<file path="src/design/round_robin_slice_dispatcher_core_macros.svh">
// Assertion helpers for the dispatcher core.
`ifndef ROUND_ROBIN_SLICE_DISPATCHER_CORE_MACROS_SVH
`define ROUND_ROBIN_SLICE_DISPATCHER_CORE_MACROS_SVH

// Same-cycle implication, disabled during reset.
`define RRSD_ASSERT_NOW(label, clk, rst, ante, cons, msg) \
  label: assert property (@(posedge clk) disable iff (rst) (ante) |-> (cons)) else $error(msg);

// Next-cycle implication, disabled during reset.
`define RRSD_ASSERT_NEXT(label, clk, rst, ante, cons, msg) \
  label: assert property (@(posedge clk) disable iff (rst) (ante) |=> (cons)) else $error(msg);

`endif

</file>
<file path="src/design/rrsd_pkg.sv">
package rrsd_pkg;

  localparam int unsigned ID_W    = 16;
  localparam int unsigned CFG_W   = 16;
  localparam int unsigned BURST_W = 16;
  localparam int unsigned CLOCK_W = 32;
  localparam int unsigned STAT_W  = 3;

  typedef logic [STAT_W-1:0]  status_t;
  typedef logic [ID_W-1:0]    job_id_t;
  typedef logic [CFG_W-1:0]   cfg_word_t;
  typedef logic [CLOCK_W-1:0] clock_t;

  localparam status_t STATUS_ADMITTED = 3'd0;
  localparam status_t STATUS_RAN      = 3'd1;
  localparam status_t STATUS_FULL     = 3'd2;
  localparam status_t STATUS_EMPTY    = 3'd3;
  localparam status_t STATUS_DROPPED  = 3'd4;

  typedef logic [0:0] cfg_index_t;
  localparam cfg_index_t REG_TIME_QUANTUM   = 1'd0;
  localparam cfg_index_t REG_CONTEXT_SWITCH = 1'd1;

  localparam cfg_word_t QUANTUM_RESET = 16'd4;
  localparam cfg_word_t SWITCH_RESET  = 16'd1;

  localparam logic MODE_ADMIT    = 1'b0;
  localparam logic MODE_DISPATCH = 1'b1;

endpackage

</file>
<file path="src/design/rrsd_in_if.sv">
interface rrsd_in_if;
  import rrsd_pkg::*;

  logic     valid;
  logic     ready;
  logic     mode;
  logic [BURST_W-1:0] burst_time;

  modport source (output valid, output mode, output burst_time, input ready);
  modport sink   (input valid, input mode, input burst_time, output ready);
endinterface

</file>
<file path="src/design/rrsd_out_if.sv">
interface rrsd_out_if;
  import rrsd_pkg::*;

  logic    valid;
  logic    ready;
  status_t status;
  job_id_t job_id;
  logic [CFG_W-1:0] slice_length;
  clock_t  slice_start;
  clock_t  clock_after;
  logic    job_finished;

  modport source (output valid, output status, output job_id, output slice_length,
                  output slice_start, output clock_after, output job_finished,
                  input ready);
  modport sink   (input valid, input status, input job_id, input slice_length,
                  input slice_start, input clock_after, input job_finished,
                  output ready);
endinterface

</file>
<file path="src/design/rrsd_queue.sv">
module rrsd_queue #(
  parameter int unsigned DEPTH = 16,
  parameter int unsigned WIDTH = 32
) (
  input  logic                     clk,
  input  logic                     wr_en,
  input  logic [$clog2(DEPTH)-1:0] wr_addr,
  input  logic [WIDTH-1:0]         wr_data,
  input  logic [$clog2(DEPTH)-1:0] rd_addr,
  output logic [WIDTH-1:0]         rd_data
);

  logic [WIDTH-1:0] mem [DEPTH];

  always_ff @(posedge clk) begin
    if (wr_en) begin
      mem[wr_addr] <= wr_data;
    end
  end

  // read-before-write; the caller bypasses a colliding write
  always_ff @(posedge clk) begin
    rd_data <= mem[rd_addr];
  end

endmodule

</file>
<file path="src/design/round_robin_slice_dispatcher_core.sv">
// Round-robin slice dispatcher. Each beat on in_ch either admits a job (mode 0) with
// burst_time units of service, or dispatches one slice from the head of the job queue
// (mode 1); exactly one result beat follows on out_ch, in the cycle after acceptance.
// One item is taken per cycle while in_ch.ready is high: ready is high whenever the output
// register is empty or being drained, so a full, stalled output register holds the input off.
// Jobs wait in a QUEUE_DEPTH-entry RAM with one write and one registered read port;
// the head entry is read ahead via head_index_next and a write landing on the next head is
// bypassed, so there is no clearing pass after reset. Remaining times are TIME_WIDTH
// bits wide and admitted bursts saturate to that width. Write time_quantum (index 0)
// and context_switch_time (index 1) only while no beat is in flight.
module round_robin_slice_dispatcher_core #(
  parameter int unsigned QUEUE_DEPTH = 16,
  parameter int unsigned TIME_WIDTH  = 16
) (
  input  logic                   clk,
  input  logic                   rst,
  rrsd_in_if.sink                in_ch,
  rrsd_out_if.source             out_ch,
  input  logic                   cfg_write,
  input  rrsd_pkg::cfg_index_t   cfg_index,
  input  rrsd_pkg::cfg_word_t    cfg_data
);
  import rrsd_pkg::*;
  `include "round_robin_slice_dispatcher_core_macros.svh"

  localparam int unsigned IDX_W = $clog2(QUEUE_DEPTH);
  localparam int unsigned CNT_W = $clog2(QUEUE_DEPTH + 1);
  localparam int unsigned CMP_W = (TIME_WIDTH > CFG_W) ? TIME_WIDTH : CFG_W;
  localparam int unsigned ENT_W = ID_W + TIME_WIDTH;
  localparam logic [IDX_W-1:0] LAST_IDX = IDX_W'(QUEUE_DEPTH - 1);
  localparam logic [CNT_W-1:0] FULL_CNT = CNT_W'(QUEUE_DEPTH);
  localparam logic [TIME_WIDTH-1:0] TIME_MAX = '1;

  typedef logic [TIME_WIDTH-1:0] rem_t;
  typedef struct packed {
    job_id_t id;
    rem_t    rem;
  } job_t;

  cfg_word_t        time_quantum;
  cfg_word_t        context_switch_time;
  logic [IDX_W-1:0] head_index, head_index_next;
  logic [IDX_W-1:0] tail_index, tail_index_next;
  logic [CNT_W-1:0] queue_count, queue_count_next;
  job_id_t          next_identifier;
  clock_t           clock_now, clock_now_next;
  logic             byp_valid;
  job_t             byp_job;
  job_t             rd_job;
  job_t             head_job;

  logic             accept;
  logic             admit_ok, pop, requeue, wr_en;
  job_t             wr_job;
  rem_t             burst_sat;
  logic [CMP_W-1:0] slice_w;
  rem_t             rem_left;
  logic             head_zero;

  status_t          status_d;
  job_id_t          job_id_d;
  logic [CFG_W-1:0] slice_d;
  logic             finished_d;

  function automatic logic [IDX_W-1:0] wrap_next(input logic [IDX_W-1:0] i);
    return (i == LAST_IDX) ? '0 : i + 1'b1;
  endfunction

  assign in_ch.ready = !out_ch.valid || out_ch.ready;
  assign accept      = in_ch.valid && in_ch.ready;

  assign head_job  = byp_valid ? byp_job : rd_job;
  assign head_zero = (head_job.rem == '0);

  assign burst_sat = (CMP_W'(in_ch.burst_time) > CMP_W'(TIME_MAX)) ?
                     TIME_MAX : TIME_WIDTH'(in_ch.burst_time);

  assign slice_w  = (CMP_W'(time_quantum) < CMP_W'(head_job.rem)) ?
                    CMP_W'(time_quantum) : CMP_W'(head_job.rem);
  assign rem_left = TIME_WIDTH'(CMP_W'(head_job.rem) - slice_w);

  assign admit_ok = accept && (in_ch.mode == MODE_ADMIT) && (queue_count != FULL_CNT);
  assign pop      = accept && (in_ch.mode == MODE_DISPATCH) && (queue_count != '0);
  assign requeue  = pop && !head_zero && (rem_left != '0);
  assign wr_en    = admit_ok || requeue;
  assign wr_job   = admit_ok ? job_t'{id: next_identifier, rem: burst_sat}
                             : job_t'{id: head_job.id, rem: rem_left};

  always_comb begin
    head_index_next  = pop ? wrap_next(head_index) : head_index;
    tail_index_next  = wr_en ? wrap_next(tail_index) : tail_index;
    queue_count_next = queue_count + CNT_W'(wr_en) - CNT_W'(pop);
    clock_now_next   = clock_now;
    if (pop && !head_zero) begin
      clock_now_next = clock_now + CLOCK_W'(slice_w[CFG_W-1:0])
                       + CLOCK_W'(context_switch_time);
    end
  end

  always_comb begin
    status_d   = STATUS_EMPTY;
    job_id_d   = '0;
    slice_d    = '0;
    finished_d = 1'b0;
    if (in_ch.mode == MODE_ADMIT) begin
      if (queue_count == FULL_CNT) begin
        status_d = STATUS_FULL;
      end else begin
        status_d = STATUS_ADMITTED;
        job_id_d = next_identifier;
      end
    end else if (queue_count != '0) begin
      job_id_d = head_job.id;
      if (head_zero) begin
        status_d   = STATUS_DROPPED;
        finished_d = 1'b1;
      end else begin
        status_d   = STATUS_RAN;
        slice_d    = slice_w[CFG_W-1:0];
        finished_d = (rem_left == '0);
      end
    end
  end

  rrsd_queue #(
    .DEPTH (QUEUE_DEPTH),
    .WIDTH (ENT_W)
  ) u_queue (
    .clk     (clk),
    .wr_en   (wr_en),
    .wr_addr (tail_index),
    .wr_data (wr_job),
    .rd_addr (head_index_next),
    .rd_data (rd_job)
  );

  always_ff @(posedge clk) begin
    if (rst) begin
      time_quantum        <= QUANTUM_RESET;
      context_switch_time <= SWITCH_RESET;
    end else if (cfg_write) begin
      case (cfg_index)
        REG_TIME_QUANTUM:   time_quantum        <= cfg_data;
        REG_CONTEXT_SWITCH: context_switch_time <= cfg_data;
        default: ;
      endcase
    end
  end

  always_ff @(posedge clk) begin
    if (rst) begin
      head_index      <= '0;
      tail_index      <= '0;
      queue_count     <= '0;
      next_identifier <= '0;
      clock_now       <= '0;
      byp_valid       <= 1'b0;
      out_ch.valid    <= 1'b0;
    end else begin
      head_index  <= head_index_next;
      tail_index  <= tail_index_next;
      queue_count <= queue_count_next;
      clock_now   <= clock_now_next;
      if (admit_ok) begin
        next_identifier <= next_identifier + 1'b1;
      end
      // hold the written entry when it becomes the next head
      byp_valid <= wr_en && (tail_index == head_index_next);
      if (accept) begin
        out_ch.valid <= 1'b1;
      end else if (out_ch.ready) begin
        out_ch.valid <= 1'b0;
      end
    end
  end

  always_ff @(posedge clk) begin
    byp_job <= wr_job;
    if (accept) begin
      out_ch.status       <= status_d;
      out_ch.job_id       <= job_id_d;
      out_ch.slice_length <= slice_d;
      out_ch.slice_start  <= clock_now;
      out_ch.clock_after  <= clock_now_next;
      out_ch.job_finished <= finished_d;
    end
  end

  `RRSD_ASSERT_NOW(a_count_bound, clk, rst, 1'b1, queue_count <= FULL_CNT,
    "queue count above depth")
  `RRSD_ASSERT_NOW(a_empty_aligned, clk, rst, queue_count == '0, head_index == tail_index,
    "empty queue with head and tail apart")
  `RRSD_ASSERT_NOW(a_full_report, clk, rst,
    out_ch.valid && (out_ch.status == STATUS_FULL), queue_count == FULL_CNT,
    "full reported while queue has room")
  `RRSD_ASSERT_NOW(a_empty_report, clk, rst,
    out_ch.valid && (out_ch.status == STATUS_EMPTY), queue_count == '0,
    "empty reported while queue holds jobs")
  `RRSD_ASSERT_NEXT(a_admit_grows, clk, rst, admit_ok,
    queue_count == $past(queue_count) + 1'b1, "admitted job not counted")

endmodule

</file>
<file path="src/flat_wrapper.sv">
// flat-port wrapper written by rule: the top's interface ports become plain ports
module round_robin_slice_dispatcher_core_flat import rrsd_pkg::*;
#(
  parameter int unsigned QUEUE_DEPTH = 16,
  parameter int unsigned TIME_WIDTH  = 16
)
  (clk, rst, cfg_write, cfg_index, cfg_data, in_ch_valid, in_ch_mode, in_ch_burst_time, in_ch_ready, out_ch_valid, out_ch_status, out_ch_job_id, out_ch_slice_length, out_ch_slice_start, out_ch_clock_after, out_ch_job_finished, out_ch_ready);
  rrsd_in_if in_ch_i ();
  rrsd_out_if out_ch_i ();
  input  logic clk;
  input  logic rst;
  input  logic cfg_write;
  input  rrsd_pkg::cfg_index_t cfg_index;
  input  rrsd_pkg::cfg_word_t cfg_data;
  input wire logic [$bits(in_ch_i.valid)-1:0] in_ch_valid;
  input wire logic [$bits(in_ch_i.mode)-1:0] in_ch_mode;
  input wire logic [$bits(in_ch_i.burst_time)-1:0] in_ch_burst_time;
  output wire logic [$bits(in_ch_i.ready)-1:0] in_ch_ready;
  output wire logic [$bits(out_ch_i.valid)-1:0] out_ch_valid;
  output wire logic [$bits(out_ch_i.status)-1:0] out_ch_status;
  output wire logic [$bits(out_ch_i.job_id)-1:0] out_ch_job_id;
  output wire logic [$bits(out_ch_i.slice_length)-1:0] out_ch_slice_length;
  output wire logic [$bits(out_ch_i.slice_start)-1:0] out_ch_slice_start;
  output wire logic [$bits(out_ch_i.clock_after)-1:0] out_ch_clock_after;
  output wire logic [$bits(out_ch_i.job_finished)-1:0] out_ch_job_finished;
  input wire logic [$bits(out_ch_i.ready)-1:0] out_ch_ready;
  assign in_ch_i.valid = in_ch_valid;
  assign in_ch_i.mode = in_ch_mode;
  assign in_ch_i.burst_time = in_ch_burst_time;
  assign in_ch_ready = in_ch_i.ready;
  assign out_ch_valid = out_ch_i.valid;
  assign out_ch_status = out_ch_i.status;
  assign out_ch_job_id = out_ch_i.job_id;
  assign out_ch_slice_length = out_ch_i.slice_length;
  assign out_ch_slice_start = out_ch_i.slice_start;
  assign out_ch_clock_after = out_ch_i.clock_after;
  assign out_ch_job_finished = out_ch_i.job_finished;
  assign out_ch_i.ready = out_ch_ready;
  round_robin_slice_dispatcher_core #(.QUEUE_DEPTH(QUEUE_DEPTH), .TIME_WIDTH(TIME_WIDTH)) u_core (.clk(clk), .rst(rst), .in_ch(in_ch_i), .out_ch(out_ch_i), .cfg_write(cfg_write), .cfg_index(cfg_index), .cfg_data(cfg_data));
endmodule
</file>
<file path="config.mk">
export PLATFORM = sky130hd
export DESIGN_NAME = round_robin_slice_dispatcher_core_flat
export DESIGN_NICKNAME = d
export VERILOG_FILES = /design/src/design/rrsd_pkg.sv /design/src/design/rrsd_in_if.sv /design/src/design/rrsd_out_if.sv /design/src/design/rrsd_queue.sv /design/src/design/round_robin_slice_dispatcher_core.sv /design/src/flat_wrapper.sv
export VERILOG_INCLUDE_DIRS = /design/src /design/src/design
export SDC_FILE = /design/constraint.sdc
export NUM_CORES = 1
export LEC_CHECK = 0
export BUFFER_PORTS_ARGS = -buffer_cell sky130_fd_sc_hd__buf_2
export CORE_ASPECT_RATIO = 1.75
export CORE_MARGIN = 3
export CORE_UTILIZATION = 40
export CTS_BUF_LIST = sky130_fd_sc_hd__clkbuf_16
export DETAILED_ROUTE_END_ITERATION = 6
export HOLD_SLACK_MARGIN = 0.02
export PLACE_DENSITY = 0.65
export SLEW_MARGIN = 0
export SYNTH_ARGS = -nofsm -noshare
export SYNTH_HDL_FRONTEND = slang
export SYNTH_SLANG_ARGS = --single-unit
</file>
<file path="constraint.sdc">
create_clock -name clk -period 11 [get_ports clk]
set_input_delay 1.1 -clock clk [delete_from_list [all_inputs] [get_ports clk]]
set_output_delay 1.1 -clock clk [all_outputs]
set_load 0.02 [all_outputs]
</file>
==> results of run 1 <==
## critical path, stage by stage, from the launching register on
cell      delay, ns
dfxtp_2        0.80
mux2i_2        0.63
ha_1           0.36
a22oi_1        0.15
o211ai_1       0.12
a221oi_1       0.84
o21ai_2        0.34
a21oi_1        0.42
ha_1           0.44
inv_1          0.13
ha_1           0.29
inv_1          0.15
a21oi_1        0.12
o311ai_2       0.39
o21bai_1       0.19
o221ai_2       0.23
o311ai_1       0.14
xor2_1         0.17
nor4_1         0.80
nand4_4        0.25
nand2_4        0.37
inv_1          0.09
ha_1           0.24
fa_1           0.46
a21oi_1        0.16
nor2_1         0.06
or3_1          0.34
a21oi_1        0.15
## path summary, 6_finish.rpt
check / startpoint / to / slack [ns] / depth (start not counted)
setup / recovery: u_core.byp_valid / u_core.queue_count[4] / 2.03 / 27
hold reg to reg: u_core.clock_now[13] / u_core.out_ch.slice_start[13] / 0.44 / 0
hold / removal: u_core.clock_now[13] / u_core.out_ch.slice_start[13] / 0.44 / 0
setup reg to reg: u_core.byp_valid / u_core.queue_count[4] / 2.03 / 27
## cells by family after synthesis
logic type,share of synthesized area
flip-flops,0.6757
AND/OR/NAND/NOR,0.08309
AO/OA/AOI/OAI,0.06619
multiplexers,0.1072
buffers and inverters,0.02109
XOR/XNOR,0.01921
adder cells (fa/ha/maj),0.02753
## report_power, final
part | switching, W | internal, W
Sequential | 0.000122 | 0.00389
Clock | 0.00105 | 0.00124
Combinational | 0.00150 | 0.000824
## synth_stat cells, types with 7 or more instances
library cell	count	area, um^2
buf_1	16	60.06
mux4_2	128	2883
a31oi_1	41	256.5
nand2b_1	10	62.56
o21ai_0	71	355.3
a21o_1	8	60.06
o21bai_1	12	90.09
edfxtp_1	612	18380
nor2_1	113	424.2
fa_1	7	140.1
a211oi_1	38	285.3
nand2_1	244	915.9
o21a_1	7	52.55
nand4_1	12	75.07
xor2_1	28	245.2
dfxtp_1	159	3183
nand3_1	12	60.06
inv_1	58	217.7
xnor2_1	42	367.9
and2_1	37	231.5
mux2i_1	36	360.4
nor3_1	16	80.08
nor2b_1	40	250.2
a21oi_1	97	485.5
nor3b_1	9	67.56
or3_1	11	68.82
clkbuf_1	86	322.8
ha_1	59	738.2
and3_1	10	62.56
o211ai_1	9	67.56
## routing by layer
layer	share of wire	vias up	wire length (um)	track usage
met4	0.042	0	3151	0.08288
met1	0.38	9349	28780	0.2144
li1	-	8381	-	-
met3	0.052	144	3949	0.02392
met5	0	-	0	0
met2	0.53	582	39680	0.3254
## stage by stage
step	std cells	area, um^2	total power, W
floorplan	2140	31910	0.005659
CTS	3363	36100	0.008712
finish	3364	36100	0.008624
global route	3363	36100	0.009054
detailed placement	3242	34000	0.006409
global placement	3242	34000	0.006336
## registers in the layout, summed over array words and instances, names as in the netlist
name                        cells
u_core.byp_job                 32
u_core.byp_valid                1
u_core.clock_now               32
u_core.context_switch_time     16
u_core.head_index               4
u_core.next_identifier         16
u_core.out_ch.clock_after      32
u_core.out_ch.job_finished      1
u_core.out_ch.job_id           16
u_core.out_ch.slice_length     16
u_core.out_ch.slice_start      32
u_core.out_ch.status            3
u_core.out_ch.valid             1
u_core.queue_count              5
u_core.tail_index               4
u_core.time_quantum            16
u_core.u_queue.mem            512
u_core.u_queue.rd_data         32
## layout make-up
class / instances / share of cell area
multi-input combinational: 1200 / 0.2745
clock buffer: 69 / 0.04783
tap: 1035 / 0.03587
antenna: 1 / 0.00006932
sequential: 771 / 0.5973
inverter: 58 / 0.006100
timing repair buffer: 178 / 0.02808
clock inverter: 52 / 0.01022
==> metrics, run 1 <==
final setup vio count=0; PD cells=238.9 nW/um^2; first-pass GRT wire length=114100 um; Primary FF master, synth=edfxtp_1; Port Buffers=140; utilization after layout=0.4582; Hold Worst Slack=0.4355 ns; Critical Path Sink Type=register; post-route DRC violation count=0; Yosys reg bits=771; Max Root-Sink Buffers=3; largest net degree at the start of global routing=131; Die Y=379.6 um; failing checks=max-capacitance violations; synth unique cells=81; Async SR Flop Fraction=0; crit start category=register; die area=83340 um^2; FP Rows=136; hpwl dp=45120 um; initial antenna violation count=1; worst skew pair latency=0.63 ns; highest-count cells in the layout ignoring fill and taps=edfxtp_1, nand2_1, dfxtp_1; cells after synthesis=2140; commonest non-fill, non-tap cell in the layout=edfxtp_1; Static Leak=12.60 nW; CP Max Fanout=21; Crit path arrival time=9.50 ns; final worst-path cycle share=0.8156; GRT Util Overall=0.1816; register area share after synthesis=0.6757; Final nets=2381; register area=21560 um^2; Routed WL=75560 um; GPL Wtd Cong=0.8884; Syn Nets=2245; Final Critical Period=8.971 ns; max-cap viol count=1; H-Tree Depth=3; RSZ-0062 raised after global routing=false; synth warn=0; Overflow after GRT=0; number of synthesized flops with an enable pin=612; initial DRC count=1416; First-pass DRT Iterations=5; drt wl/cell=22.46 um; Filler cells=6803; Vias/cell=5.486; Post-Syn Area=31910 um^2; Root Driver=clkbuf_16; Layout area overhead=13.12%; Num CTS Buffers=67; f_max=111.5 MHz; Multi-input gate area=9910 um^2; worst endpoint required time=11.53 ns; CTS clock-pin slew for the worst setup and hold paths=0.06 ns; via count=18460; Setup WS pre-CTS=2.147 ns; HP Class=reg -> reg; CTS tree=done; Final ANT Viol Nets=0; Core Area=78790 um^2; post-CTS sizing=0; fin worst setup slack=2.029 ns; worst slew pin tran=1.492 ns; Die Wd=219.5 um; # Post-CTS Setup Buffers=0; status=complete, but fails checks; vias in the first global route=19020; # clock sinks=771; Post-Syn Area per Cell=14.91 um^2; setup TNS=0 ns; hold_buf cts=0; layout cells sized above 1=0.1924; skew final=0.03621 ns; peak supply drop=0.1254 mV; Boundary Pins=141; max-slew violations=0; Fin. Hold Viols=0; Slew HR=0.005034; Initial Util=0.4050; WS Path Type=reg -> reg
Power figures use the tool's default switching activity.
==> run 2, diff against run 1 <==
- clock period: 11 -> 9.1 ns (I/O delays scaled with it)
==> metrics, run 2 (synthesized netlist as in run 1, its figures left out) <==
initial antenna violation count=1 (unchanged); worst slew pin tran=1.303 ns (was 1.492 ns); post-CTS sizing=0 (unchanged); vias in the first global route=19380 (was 19020); die area=83340 um^2 (unchanged); Final Critical Period=8.019 ns (was 8.971 ns); First-pass DRT Iterations=6 (was 5); crit start category=register (unchanged); layout cells sized above 1=0.2030 (was 0.1924); Core Area=78790 um^2 (unchanged); GRT Util Overall=0.1857 (was 0.1816); antenna fix cells=0 (was 1); WS Path Type=reg -> reg (unchanged); Critical Path Sink Type=register (unchanged); via count=18690 (was 18460); Port Buffers=140 (unchanged); GPL Wtd Cong=0.8863 (was 0.8884); CP delay by family, top=compound AO/OA/AOI/OAI gates (unchanged); first-pass GRT wire length=116600 um (was 114100 um); Die Wd=219.5 um (unchanged); Fin. Hold Viols=0 (unchanged); worst skew pair latency=0.63 ns (about the same); drt wl/cell=22.88 um (was 22.46 um); max FFs per register=512 (unchanged); most flop-heavy register=u_core.u_queue.mem (unchanged); status=complete, no violations (was complete, but fails checks); RSZ-0062 raised after global routing=false (unchanged); Crit path arrival time=8.56 ns (was 9.50 ns); final setup vio count=0 (unchanged); HP Class=reg -> reg (unchanged); # Post-CTS Setup Buffers=0 (unchanged); CTS tree=done (unchanged); utilization after layout=0.4615 (was 0.4582); hpwl dp=47360 um (was 45120 um); CP Max Fanout=21 (unchanged); Clk pwr share=0.271 (was 0.265); Initial Util=0.4050 (unchanged); max-slew violations=0 (unchanged); # clock sinks=771 (unchanged); Psw=0.003284 W (was 0.002669 W); skew final=0.01913 ns (was 0.03621 ns); Routed WL=77340 um (was 75560 um); initial DRC count=1514 (was 1416); worst path bufs/invs=4 (was 3); PD cells=291.3 nW/um^2 (was 238.9 nW/um^2); Boundary Pins=141 (unchanged); Final nets=2397 (was 2381); Vias/cell=5.530 (was 5.486); Overflow after GRT=0 (unchanged); hold_buf cts=0 (unchanged); CP dominant cell by count=a21oi_1; setup TNS=0 ns (unchanged); post-route DRC violation count=0 (unchanged); f_max=124.7 MHz (was 111.5 MHz); Root Driver=clkbuf_16 (unchanged); Logic pwr share=0.271 (was 0.270); Max Root-Sink Buffers=3 (unchanged); max-cap viol count=0 (was 1); Final ANT Viol Nets=0 (unchanged); Hold Worst Slack=0.4605 ns (was 0.4355 ns); Slew HR=0.1281 (was 0.005034); Num CTS Buffers=66 (was 67); FP Rows=136 (unchanged); Slowest-stage cell, CP=dfxtp_2 (was a221oi_1); Die Y=379.6 um (unchanged); peak supply drop=0.1505 mV (was 0.1254 mV); Pint=0.007306 W (was 0.005955 W); commonest non-fill, non-tap cell in the layout=edfxtp_1 (unchanged); worst endpoint required time=9.64 ns (was 11.53 ns); highest-count cells in the layout ignoring fill and taps=edfxtp_1, nand2_1, dfxtp_1 (unchanged); H-Tree Depth=3 (unchanged); Flop pwr share=0.458 (was 0.465); CTS clock-pin slew for the worst setup and hold paths=0.07 ns (was 0.06 ns); Static Leak=12.73 nW (was 12.60 nW); largest net degree at the start of global routing=131 (unchanged); Switching Share=0.3101 (was 0.3095); max incr delay on CP=0.83 ns (was 0.84 ns); final worst-path cycle share=0.8813 (was 0.8156); Layout area overhead=13.94% (was 13.12%)
## run 2: cell types whose count changed in the layout (fill, tap and decap cells not counted), sizes merged
cell / change
buf: +17
clkbuf: +4
clkinvlp: +1
diode: -1
inv: -5
## run 2: final timing paths
path	from	endpoint	slack, ns	cells after the start
setup / recovery	u_core.byp_valid	u_core.queue_count[4]	1.08	28
hold reg to reg	u_core.context_switch_time[10]	u_core.context_switch_time[10]	0.46	2
hold / removal	u_core.context_switch_time[10]	u_core.context_switch_time[10]	0.46	2
setup reg to reg	u_core.byp_valid	u_core.queue_count[4]	1.08	28
## run 2: cell type report
type / instances / area [um^2]
fill: 6773 / 42430
clock inverter: 48 / 394.1
timing repair buffer: 195 / 1141
sequential: 771 / 21560
multi-input combinational: 1200 / 9920
clock buffer: 73 / 1827
inverter: 58 / 220.2
tap: 1035 / 1295
## run 2: metrics by stage
stage | cell area, um^2 | power, W | setup WS [ns] | std cells
after global routing | 36360 | 0.01109 | 0.5803 | 3380
after floorplan | 31920 | 0.006840 | -0.08904 | 2140
after global placement | 34130 | 0.007711 | 1.315 | 3259
final | 36360 | 0.01059 | 1.081 | 3380
after detailed placement | 34130 | 0.007795 | 1.199 | 3259
after CTS | 36350 | 0.01066 | 1.159 | 3380
## run 2: metal layers
layer	GRT usage	vias up	part of all wire
li1	-	8401	-
met1	0.2123	9481	0.37
met2	0.3425	651	0.54
met3	0.02936	157	0.055
met4	0.07279	2	0.036
met5	0	-	0.000091
## run 2: worst reg2reg max path: cells and delay by family (launching register included)
| family | cells | cell delay (ns) |
|---|---|---|
| and+or+nand+nor | 5 | 0.99 |
| buffers and inverters | 4 | 0.53 |
| muxes | 1 | 0.49 |
| DFF | 1 | 0.83 |
| AOI/OAI and AO/OA | 12 | 3.19 |
| adders and majority gates | 5 | 1.74 |
| xor gates and xnor gates | 1 | 0.18 |
## run 2: power groups by stage
stage | clock network, W | registers, W | logic, W
detailed placement | 0 | 0.00493 | 0.00286
finish | 0.00287 | 0.00485 | 0.00287
CTS | 0.00293 | 0.00486 | 0.00288
global route | 0.00306 | 0.00489 | 0.00314
floorplan | 0 | 0.00493 | 0.00191
global placement | 0 | 0.00492 | 0.00279
==> run 3, diff against run 2 <==
==> constraint.sdc (replaced) <==
create_clock -name clk -period 9.1 [get_ports clk]
set_input_delay 1.82 -clock clk [delete_from_list [all_inputs] [get_ports clk]]
set_output_delay 1.82 -clock clk [all_outputs]
set_load 0.02 [all_outputs]
==> metrics, run 3 (synthesized netlist as in run 1, its figures left out) <==
status=complete, no violations (unchanged); crit start category=register (unchanged); Switching Share=0.3126 (was 0.3101); Filler cells=6795 (was 6773); Core Area=78790 um^2 (unchanged); post-CTS sizing=0 (unchanged); reg2reg path depth=28 (unchanged); skew final=0.02790 ns (was 0.01913 ns); GPL Wtd Cong=0.8864 (was 0.8863); CTS clock-pin slew for the worst setup and hold paths=0.07 ns (about the same); vias in the first global route=19140 (was 19380); Hold Worst Slack=0.4539 ns (was 0.4605 ns); Root Driver=clkbuf_16 (unchanged); RSZ-0062 raised after global routing=false (unchanged); Psw=0.003286 W (was 0.003284 W); Vias/cell=5.537 (was 5.530); Crit path arrival time=8.56 ns (about the same); f_max=124.9 MHz (was 124.7 MHz); first-pass GRT wire length=116100 um (was 116600 um); setup TNS=0 ns (unchanged); FP Rows=136 (unchanged); Pint=0.007224 W (was 0.007306 W); max incr delay on CP=0.81 ns (was 0.83 ns); CP Max Fanout=21 (unchanged); layout cells sized above 1=0.2014 (was 0.2030); final setup vio count=0 (unchanged); drt wl/cell=22.82 um (was 22.88 um); # Post-CTS Setup Buffers=0 (unchanged); peak supply drop=0.1521 mV (was 0.1505 mV); Flop pwr share=0.462 (was 0.458); max-cap viol count=0 (unchanged); Initial Util=0.4050 (unchanged); worst skew pair latency=0.63 ns (about the same); Overflow after GRT=0 (unchanged); max FFs per register=512 (unchanged); # clock sinks=771 (unchanged); Final Critical Period=8.005 ns (was 8.019 ns); via count=18740 (was 18690); hold depth=0 (was 2); worst path bufs/invs=4 (unchanged); worst slew pin tran=1.354 ns (was 1.303 ns); final worst-path cycle share=0.8797 (was 0.8813); PD cells=289.7 nW/um^2 (was 291.3 nW/um^2); Routed WL=77220 um (was 77340 um); commonest non-fill, non-tap cell in the layout=edfxtp_1 (unchanged); CP dominant cell by count=a21oi_1 (unchanged); First-pass DRT Iterations=5 (was 6); Die Y=379.6 um (unchanged); initial DRC count=1576 (was 1514); Clk pwr share=0.265 (was 0.271); post-route DRC violation count=0 (unchanged); Boundary Pins=141 (unchanged); H-Tree Depth=3 (unchanged); Logic pwr share=0.273 (was 0.271); WP depth=28 (unchanged); Final ANT Viol Nets=0 (unchanged); max-slew violations=0 (unchanged); Static Leak=12.71 nW (was 12.73 nW); CP delay by family, top=compound AO/OA/AOI/OAI gates (unchanged); WS Path Type=reg -> reg (unchanged); Critical Path Sink Type=register (unchanged); Slowest-stage cell, CP=dfxtp_2 (unchanged); Layout area overhead=13.68% (was 13.94%); die area=83340 um^2 (unchanged); largest net degree at the start of global routing=131 (unchanged); highest-count cells in the layout ignoring fill and taps=edfxtp_1, nand2_1, dfxtp_1 (unchanged); GRT Util Overall=0.1848 (was 0.1857); hpwl dp=47500 um (was 47360 um); worst endpoint required time=9.66 ns (was 9.64 ns); Fin. Hold Viols=0 (unchanged); Final nets=2398 (was 2397); Slew HR=0.09712 (was 0.1281); HP Class=reg -> reg (unchanged); CTS tree=done (unchanged); hold_buf cts=0 (unchanged); Num CTS Buffers=67 (was 66); Max Root-Sink Buffers=3 (unchanged); Port Buffers=140 (unchanged); Die Wd=219.5 um (unchanged); most flop-heavy register=u_core.u_queue.mem (unchanged); initial antenna violation count=0 (was 1)
run 3: changes by cell type in the layout (fill, tap and decap cells not counted), moves of 2 or more:
cell       previous run  this run
clkbuf_16            73        68
inv_1                68        73
clkinv_2              5         9
inv_16                0         2
inv_6                 5         3
run 3: worst paths after layout:
check                       startpoint                       endpoint  slack (ns)
hold / removal    u_core.clock_now[13]  u_core.out_ch.slice_start[13]        0.45
setup / recovery      u_core.byp_valid          u_core.queue_count[4]        1.10
setup reg to reg      u_core.byp_valid          u_core.queue_count[4]        1.10
hold reg to reg   u_core.clock_now[13]  u_core.out_ch.slice_start[13]        0.45
run 3: layout make-up:
type / count / area, um^2 / area share
inverter: 58 / 220.2 / 0.006070
clock inverter: 56 / 434.2 / 0.01197
antenna: 1 / 2.502 / 0.00006898
tap: 1035 / 1295 / 0.03570
multi-input combinational: 1200 / 9920 / 0.2734
clock buffer: 68 / 1702 / 0.04691
timing repair buffer: 195 / 1141 / 0.03146
sequential: 771 / 21560 / 0.5944
run 3: stage by stage:
stage	total power (W)	setup slack (ns)	cell area, um^2	cells	utilization
floorplan	0.006840	-0.08904	31920	2140	-
global placement	0.007712	1.315	34130	3259	0.4332
detailed placement	0.007799	1.148	34130	3259	0.4332
CTS	0.01059	1.118	36270	3383	0.4603
global route	0.01100	0.6638	36270	3383	0.4604
finish	0.01051	1.095	36280	3384	0.4604
run 3: layer usage:
| metal | track usage | wire length, um | up-vias |
|---|---|---|---|
| li1 | - | - | 8416 |
| met1 | 0.2121 | 28490 | 9595 |
| met2 | 0.3449 | 42260 | 592 |
| met3 | 0.02640 | 3882 | 135 |
| met4 | 0.06631 | 2593 | 0 |
| met5 | 0 | 0 | - |
run 3: power groups by stage:
stage          clock network [W]  logic [W]  registers [W]
2_1_floorplan                  0    0.00191        0.00493
3_3_place_gp                   0    0.00279        0.00492
3_5_place_dp                   0    0.00287        0.00493
4_1_cts                  0.00285    0.00288        0.00486
5_1_grt                  0.00299    0.00313        0.00489
6_report                 0.00279    0.00287        0.00486
run 3: worst register-to-register path: cells and delay by family, from the launching register on:
family	cells	cell delay [ns]
xor gates and xnor gates	1	0.18
adders and majority gates	5	1.76
muxes	1	0.48
AOI/OAI and AO/OA	12	3.24
and+or+nand+nor	5	0.95
DFF	1	0.81
buffers and inverters	4	0.53
